### config.mk
export PLATFORM = sky130hd
export DESIGN_NAME = servo_bus_packet_framer_core
export DESIGN_NICKNAME = d
export VERILOG_FILES = /design/src/hw/rtl/sfr_pkg.sv /design/src/hw/rtl/servo_bus_packet_framer_core.sv /design/src/hw/rtl/sfr_front.sv /design/src/hw/rtl/sfr_queue.sv /design/src/hw/rtl/sfr_back.sv
export SDC_FILE = /design/constraint.sdc
export NUM_CORES = 1
export LEC_CHECK = 0
export ABC_AREA = 1
export BUFFER_PORTS_ARGS = -buffer_cell sky130_fd_sc_hd__buf_4
export CAP_MARGIN = 10
export CORE_ASPECT_RATIO = 1.1
export CORE_MARGIN = 5
export CORE_UTILIZATION = 25
export CTS_CLUSTER_DIAMETER = 60
export DETAILED_ROUTE_END_ITERATION = 6
export PLACE_DENSITY = 0.45
export SKIP_LAST_GASP = 1
export SLEW_MARGIN = 0
export SYNTH_ARGS = -nofsm -noshare
export SYNTH_HDL_FRONTEND = slang
export SYNTH_SLANG_ARGS = --single-unit
### constraint.sdc
create_clock -name clk -period 2.6 [get_ports clk]
set_clock_uncertainty 0.2 [all_clocks]
set_input_delay 0.52 -clock clk [delete_from_list [all_inputs] [get_ports clk]]
set_output_delay 0.52 -clock clk [all_outputs]
set_load 0.02 [all_outputs]
### src/hw/rtl/sfr_pkg.sv
// Shared types and constants for the servo bus packet framer.
package sfr_pkg;

    // Input word kinds carried on s_tuser.
    localparam logic MODE_START   = 1'b0;
    localparam logic MODE_PAYLOAD = 1'b1;

    // Status codes reported with each output word.
    localparam logic [1:0] STATUS_OK      = 2'd0;
    localparam logic [1:0] STATUS_LEN_ERR = 2'd1;
    localparam logic [1:0] STATUS_ORPHAN  = 2'd2;

    // Packet constants.
    localparam logic [7:0] HDR_BYTE = 8'hFF;
    localparam logic [7:0] MAX_LEN  = 8'd254;

    // Byte positions within a packet, as walked by the back end.
    localparam logic [2:0] STEP_SYNC0 = 3'd0;
    localparam logic [2:0] STEP_SYNC1 = 3'd1;
    localparam logic [2:0] STEP_ID    = 3'd2;
    localparam logic [2:0] STEP_LEN   = 3'd3;
    localparam logic [2:0] STEP_DATA  = 3'd4;
    localparam logic [2:0] STEP_CKSUM = 3'd5;

    // One classified command handed from the front end to the back end.
    typedef struct packed {
        logic [1:0] status;
        logic       is_header;
        logic       with_cksum;
        logic [7:0] id;
        logic [7:0] len2;
        logic [7:0] data;
        logic [7:0] cksum;
    } cmd_t;

endpackage

### src/hw/rtl/servo_bus_packet_framer_core.sv
// Servo bus packet framer top level: front end, command queue and back end.
// An accepted word is queued; its bytes then leave through the output register.
// Throughput: one input word per cycle while the queue has room; the back end sends
// one byte per cycle unless the output is stalled, so a start word takes five or six
// bytes (one on a length error), a payload word one, or two if the checksum follows.
// Reset: rst_n clears packet state, queue and output register asynchronously.
module servo_bus_packet_framer_core #(
    parameter int QUEUE_DEPTH = 4
) (
    input  logic        clk,
    input  logic        rst_n,
    input  logic        s_tvalid,
    output logic        s_tready,
    input  logic [31:0] s_tdata,   // packet_id, packet_type, payload_length, payload_byte
    input  logic        s_tuser,   // mode
    output logic        m_tvalid,
    input  logic        m_tready,
    output logic [7:0]  m_tdata,   // out_byte
    output logic [2:0]  m_tuser,   // status[1:0], run_last[2]
    output logic        m_tlast    // packet_last
);

    sfr_pkg::cmd_t push_cmd, head;
    logic          push, pop, empty, full;

    sfr_front u_front (
        .clk      (clk),
        .rst_n    (rst_n),
        .s_tvalid (s_tvalid),
        .s_tready (s_tready),
        .s_tdata  (s_tdata),
        .s_tuser  (s_tuser),
        .q_full   (full),
        .push     (push),
        .cmd      (push_cmd)
    );

    sfr_queue #(
        .DEPTH (QUEUE_DEPTH)
    ) u_queue (
        .clk      (clk),
        .rst_n    (rst_n),
        .push     (push),
        .push_cmd (push_cmd),
        .pop      (pop),
        .head     (head),
        .empty    (empty),
        .full     (full)
    );

    sfr_back u_back (
        .clk      (clk),
        .rst_n    (rst_n),
        .head     (head),
        .empty    (empty),
        .pop      (pop),
        .m_tvalid (m_tvalid),
        .m_tready (m_tready),
        .m_tdata  (m_tdata),
        .m_tuser  (m_tuser),
        .m_tlast  (m_tlast)
    );

endmodule

### src/hw/rtl/sfr_front.sv
// Front end: accepts input words, tracks packet state and classifies them into commands.
module sfr_front (
    input  logic          clk,
    input  logic          rst_n,
    input  logic          s_tvalid,
    output logic          s_tready,
    input  logic [31:0]   s_tdata,   // packet_id, packet_type, payload_length, payload_byte
    input  logic          s_tuser,   // mode
    input  logic          q_full,
    output logic          push,
    output sfr_pkg::cmd_t cmd
);

    logic       open_reg, open_next;
    logic [7:0] left_reg, left_next;
    logic [7:0] sum_reg, sum_next;

    logic [7:0] f_id, f_type, f_len, f_byte;
    logic [7:0] len2, hdr_sum, pay_sum;
    logic       accept;

    assign f_id   = s_tdata[7:0];
    assign f_type = s_tdata[15:8];
    assign f_len  = s_tdata[23:16];
    assign f_byte = s_tdata[31:24];

    assign s_tready = !q_full;
    assign accept   = s_tvalid && s_tready;
    assign push     = accept;

    assign len2    = f_len + 8'd2;
    assign hdr_sum = f_id + len2 + f_type;
    assign pay_sum = sum_reg + f_byte;

    // Classify the word and compute the next packet state.
    always_comb
    begin
        open_next      = open_reg;
        left_next      = left_reg;
        sum_next       = sum_reg;
        cmd.status     = sfr_pkg::STATUS_OK;
        cmd.is_header  = 1'b0;
        cmd.with_cksum = 1'b0;
        cmd.id         = f_id;
        cmd.len2       = len2;
        cmd.data       = 8'd0;
        cmd.cksum      = ~hdr_sum;
        if (s_tuser == sfr_pkg::MODE_START)
        begin
            open_next = 1'b0;
            left_next = 8'd0;
            sum_next  = 8'd0;
            if (f_len > sfr_pkg::MAX_LEN)
            begin
                cmd.status = sfr_pkg::STATUS_LEN_ERR;
            end
            else
            begin
                cmd.is_header = 1'b1;
                cmd.data      = f_type;
                if (f_len == 8'd0)
                begin
                    cmd.with_cksum = 1'b1;
                end
                else
                begin
                    open_next = 1'b1;
                    left_next = f_len;
                    sum_next  = hdr_sum;
                end
            end
        end
        else if (!open_reg)
        begin
            cmd.status = sfr_pkg::STATUS_ORPHAN;
        end
        else
        begin
            cmd.data  = f_byte;
            cmd.cksum = ~pay_sum;
            left_next = left_reg - 8'd1;
            if (left_reg == 8'd1)
            begin
                cmd.with_cksum = 1'b1;
                open_next      = 1'b0;
                sum_next       = 8'd0;
            end
            else
            begin
                sum_next = pay_sum;
            end
        end
    end

    // Packet state registers.
    always_ff @(posedge clk or negedge rst_n)
    begin
        if (!rst_n)
        begin
            open_reg <= 1'b0;
            left_reg <= 8'd0;
            sum_reg  <= 8'd0;
        end
        else if (accept)
        begin
            open_reg <= open_next;
            left_reg <= left_next;
            sum_reg  <= sum_next;
        end
    end

endmodule

### src/hw/rtl/sfr_queue.sv
// Short command queue between the front end and the back end.
module sfr_queue #(
    parameter int DEPTH = 4
) (
    input  logic          clk,
    input  logic          rst_n,
    input  logic          push,
    input  sfr_pkg::cmd_t push_cmd,
    input  logic          pop,
    output sfr_pkg::cmd_t head,
    output logic          empty,
    output logic          full
);

    localparam int PW = (DEPTH > 1) ? $clog2(DEPTH) : 1;
    localparam int CW = $clog2(DEPTH + 1);

    sfr_pkg::cmd_t mem_reg [DEPTH];
    logic [PW-1:0] wr_ptr_reg, rd_ptr_reg;
    logic [CW-1:0] count_reg;

    assign empty = (count_reg == '0);
    assign full  = (count_reg == CW'(DEPTH));
    assign head  = mem_reg[rd_ptr_reg];

    // Entry storage, no reset needed.
    always_ff @(posedge clk)
    begin
        if (push)
        begin
            mem_reg[wr_ptr_reg] <= push_cmd;
        end
    end

    // Pointers and fill count, wrapping at any depth.
    always_ff @(posedge clk or negedge rst_n)
    begin
        if (!rst_n)
        begin
            wr_ptr_reg <= '0;
            rd_ptr_reg <= '0;
            count_reg  <= '0;
        end
        else
        begin
            if (push)
            begin
                wr_ptr_reg <= (wr_ptr_reg == PW'(DEPTH - 1)) ? '0 : wr_ptr_reg + PW'(1);
            end
            if (pop)
            begin
                rd_ptr_reg <= (rd_ptr_reg == PW'(DEPTH - 1)) ? '0 : rd_ptr_reg + PW'(1);
            end
            if (push && !pop)
            begin
                count_reg <= count_reg + CW'(1);
            end
            else if (pop && !push)
            begin
                count_reg <= count_reg - CW'(1);
            end
        end
    end

endmodule

### src/hw/rtl/sfr_back.sv
// Back end: expands commands into wire bytes behind an output register.
module sfr_back (
    input  logic          clk,
    input  logic          rst_n,
    input  sfr_pkg::cmd_t head,
    input  logic          empty,
    output logic          pop,
    output logic          m_tvalid,
    input  logic          m_tready,
    output logic [7:0]    m_tdata,   // out_byte
    output logic [2:0]    m_tuser,   // status[1:0], run_last[2]
    output logic          m_tlast    // packet_last
);

    sfr_pkg::cmd_t cmd_reg, cur;
    logic          busy_reg, busy_next;
    logic [2:0]    step_reg, cur_step;
    logic          m_tvalid_reg;
    logic [7:0]    m_tdata_reg;
    logic [2:0]    m_tuser_reg;
    logic          m_tlast_reg;
    logic          load_ok, emit, is_last;
    logic [7:0]    byte_sel;

    // Current command comes from the holding register or straight from the queue head.
    assign load_ok  = !m_tvalid_reg || m_tready;
    assign cur      = busy_reg ? cmd_reg : head;
    assign cur_step = busy_reg ? step_reg :
                      (head.is_header ? sfr_pkg::STEP_SYNC0 : sfr_pkg::STEP_DATA);
    assign emit     = load_ok && (busy_reg || !empty);
    assign is_last  = (cur_step == (cur.with_cksum ? sfr_pkg::STEP_CKSUM : sfr_pkg::STEP_DATA));
    assign pop      = emit && !busy_reg;
    assign busy_next = !is_last;

    // Byte at the current position of the packet.
    always_comb
    begin
        case (cur_step)
            sfr_pkg::STEP_SYNC0, sfr_pkg::STEP_SYNC1: byte_sel = sfr_pkg::HDR_BYTE;
            sfr_pkg::STEP_ID:    byte_sel = cur.id;
            sfr_pkg::STEP_LEN:   byte_sel = cur.len2;
            sfr_pkg::STEP_DATA:  byte_sel = cur.data;
            sfr_pkg::STEP_CKSUM: byte_sel = cur.cksum;
            default:             byte_sel = 8'd0;
        endcase
    end

    // Command holding register, loaded from the queue head on each pop.
    always_ff @(posedge clk)
    begin
        if (pop)
        begin
            cmd_reg <= head;
        end
    end

    // Walk state and output register.
    always_ff @(posedge clk or negedge rst_n)
    begin
        if (!rst_n)
        begin
            busy_reg     <= 1'b0;
            step_reg     <= sfr_pkg::STEP_SYNC0;
            m_tvalid_reg <= 1'b0;
            m_tdata_reg  <= 8'd0;
            m_tuser_reg  <= 3'd0;
            m_tlast_reg  <= 1'b0;
        end
        else if (load_ok)
        begin
            m_tvalid_reg <= emit;
            if (emit)
            begin
                busy_reg    <= busy_next;
                step_reg    <= cur_step + 3'd1;
                m_tdata_reg <= byte_sel;
                m_tuser_reg <= {is_last, cur.status};
                m_tlast_reg <= (cur_step == sfr_pkg::STEP_CKSUM);
            end
        end
    end

    assign m_tvalid = m_tvalid_reg;
    assign m_tdata  = m_tdata_reg;
    assign m_tuser  = m_tuser_reg;
    assign m_tlast  = m_tlast_reg;

endmodule

==> flow_summary.yaml <==
run_status:
  status: "completed"
placement:
  dp_cells: 1726
  gp_congestion: 0.784
  detailed_place.area_um2: 12300
  hpwl_mm: 19.5
  place_ws_ns: -0.563
  port_buffers: 50
setup_path:
  arrival_ns: 2.54
  worstPathCellList: "buf_8 -> ha_4 -> nand2_4 -> nor2_4 -> xor2_2 -> fa_1 -> ha_4 -> nand2_2 -> or2_4 -> nand3_2 -> nand2_2 -> a21oi_2 -> a31oi_4"
  worstSetupStartpoint: "s_tdata[17]"
  endpoint_kind: "register"
  cp_max_fo: 5
  worstSetupPathType: "primary input to register"
  crit_buf_inv: 1
  start_kind: "primary input"
  cp.required_ns: 2.63
  r2r_end: "u_back.m_tdata[1]"
  rr_worst_depth: 12
  crit_family: "adder cells"
  path_depth: 13
  max_stage_delay_ns: 0.50
  cp_slowest_cell: "fa_1"
  rr_startpoint: "u_back.busy_reg"
  endpoint: "u_queue.mem_reg[2][6]"
  r2r_slack_ns: 0.20
final_layout:
  drive_gt1_share_pct: 17.5
  syn_to_final_growth_pct: 24.3
  finish.instance_area_um2: 13300
  final_cells: 1782
  fin_nets: 1268
  largest_reg_flops: 144
  final_util_pct: 31.5
drt:
  drc: 0
  routed_wl_mm: 29.2
  avgViaCountPerCell: 4.26
  detailedRoute.firstPassIterationCount: 4
  antenna_left: 0
  wl_per_cell_um: 16.4
  vias: 7599
  dr.first_iter.drc_count: 304
min_path:
  hold_path_class: "primary input to register"
  min_path_cells: 1
synth:
  synth_top_family_by_area: "simple AND/OR/NAND/NOR gates"
  synthFlopType: "edfxtp_1"
  synth_area_per_cell_um2: 9.89
  synthXorXnorAreaFrac_pct: 1.15
  synth_top_area_share_pct: 50.2
  netlist_top_cells_area: "edfxtp_1 (50%), nand2_1 (12%), dfrtp_1 (9.6%)"
  yosysSeqAreaShare_pct: 59.8
  async_reset_ff_share_pct: 18.6
  synthSimpleGateAreaFrac_pct: 23.1
  synth_commonest_cells: "nand2_1 (339), edfxtp_1 (179), nand3_1 (129)"
  synth_fa_ha_area_share_pct: 5.02
  synth_nets: 1157
  ys_seq_elements: 220
  synthCells: 1083
  synth_area_um2: 10700
  synth_cell_types: 40
  synth_warnings: 0
  synth_edf_count: 179
  muxShareOfSynthArea_pct: 0.292
  yosysMostFrequentCell: "nand2_1"
  synth_compound_area_share_pct: 5.01
  synth_area_leader_cell: "edfxtp_1"
job:
  maxCapViolations: 0
floorplanning:
  initial_core_util_pct: 25.3
  rows: 79
  fp.dieW_um: 207
  placeableCoreArea_um2: 42300
  ios: 51
  die-height_um: 227
  die_area_um2: 47100
sta:
  setup_viol: 0
  finalHoldViolations: 0
  rsz0062_at_grt: "true"
  whs_ns: 0.0597
  fin_crit_sh_pct: 96.8
  fmax_ghz: 0.397
  tightest_slew_ns: 0.655
  fin_crit_ns: 2.52
  layout_setup_ws_ns: 0.0825
  slew-limit-headroom_pct: 56.3
  slew_viol_final: 0
power:
  ir_drop_uv: 408
  p_per_area_nw_per_um2: 1170
  leakagePower_nw: 5.55
clock_tree:
  cts_buffers: 27
  h-tree-depth: 1
  clockRootBuffer: "clkbuf_16"
  cts_num_sinks: 220
  cts_buffer_depth: 3
  cts_tree: "done"
  clk_pin_slew_ns: 0.06
  clock_latency_ns: 0.52
global_routing:
  grt_overflow: 0
  track_usage_pct: 12.3
  grt_pass1_vias: 7653
  antenna_found_initial: 0
  grt_max_degree: 65
  grt_pass1_wl_mm: 45.8
-- report_power, final --
part | internal, mW | total, mW | switching, mW
sequential | 5.15 | 5.52 | 0.372
clock | 2.15 | 3.64 | 1.49
combinational | 2.22 | 6.38 | 4.16
-- how the worst min path moves through the flow --
stage / startpoint / endpoint
after global routing: s_tdata[7] / u_queue.mem_reg[1][31]
after detailed placement: u_back.m_tdata[1] / u_back.m_tdata[1]
final: s_tdata[7] / u_queue.mem_reg[3][31]
after global placement: u_back.step_reg[1] / u_back.step_reg[1]
after CTS: s_tdata[7] / u_queue.mem_reg[3][31]
after floorplan: rst_n / u_back.busy_reg
-- per-layer routing --
| layer | global-route usage, % | vias up | share of wire (%) |
|---|---|---|---|
| met5 | 0 | - | 0 |
| met4 | 3.92 | 0 | 3.2 |
| met3 | 1.67 | 47 | 4.0 |
| met2 | 20.3 | 148 | 46 |
| met1 | 17.0 | 3560 | 47 |
| li1 | - | 3844 | - |
-- cell families after synthesis --
| group | after synthesis |
|---|---|
| AND/OR/NAND/NOR | 585 |
| flip-flops | 220 |
| buffers and inverters | 134 |
| AO/OA/AOI/OAI | 90 |
| adder cells (fa/ha/maj) | 37 |
| XOR/XNOR | 14 |
| multiplexers | 3 |
-- placed cells by master, fill, tap and decap left out, types with 4 or more instances in the layout --
master      count
nor2_4          6
inv_1          89
nor2_2          4
clkbuf_16      27
nand2_1       336
nand3_1       127
buf_4         105
nor2_1         65
a22o_1          7
inv_2           7
a21oi_2         4
o22ai_1         4
and2_1         25
o21a_1          7
clkbuf_8        8
edfxtp_1      179
o21ai_1        11
o21ai_0        33
nand2_2         4
a21oi_1        15
xor2_1          7
ha_1           22
dfrtp_1        40
fa_1            9
buf_12          9
clkinvlp_4      4
ha_4            5
nand4_1         6
-- through the flow --
| stage | TNS, ns | power [mW] |
|---|---|---|
| after CTS | 0 | 15.7 |
| after floorplan | -61.77 | 9.78 |
| after global routing | -0.0882 | 16.8 |
| final | 0 | 15.5 |
| after detailed placement | -11.81 | 12.0 |
| after global placement | -10.85 | 12.0 |
-- worst register-to-register path, cell delays in order (launching register included) --
cell     delay, ns
dfrtp_1       0.49
nand2_1       0.19
inv_1         0.12
ha_1          0.21
ha_1          0.17
inv_1         0.29
nor2_1        0.09
o21ai_1       0.08
nand2_1       0.09
nor2_1        0.17
nand2_1       0.08
nand2_1       0.07
nand2_1       0.05
-- timing repair --
action,CTS,global route
pin swaps,2,15
resized for setup,0,12
hold buffers,2,0
hold endpoints to repair,42,0
buffers inserted,1,3
setup endpoints to repair,4,8
-- area by class of cell --
cell class | count | area (µm²)
fill | 4432 | 29000
timing repair buffer | 118 | 1020
sequential | 220 | 6400
antenna | 1 | 2.50
multi-input combinational | 729 | 3920
clock buffer | 38 | 797
inverter | 98 | 377
clock inverter | 11 | 83.8
tap | 567 | 709
No activity file was read; power rests on OpenSTA's default activity.
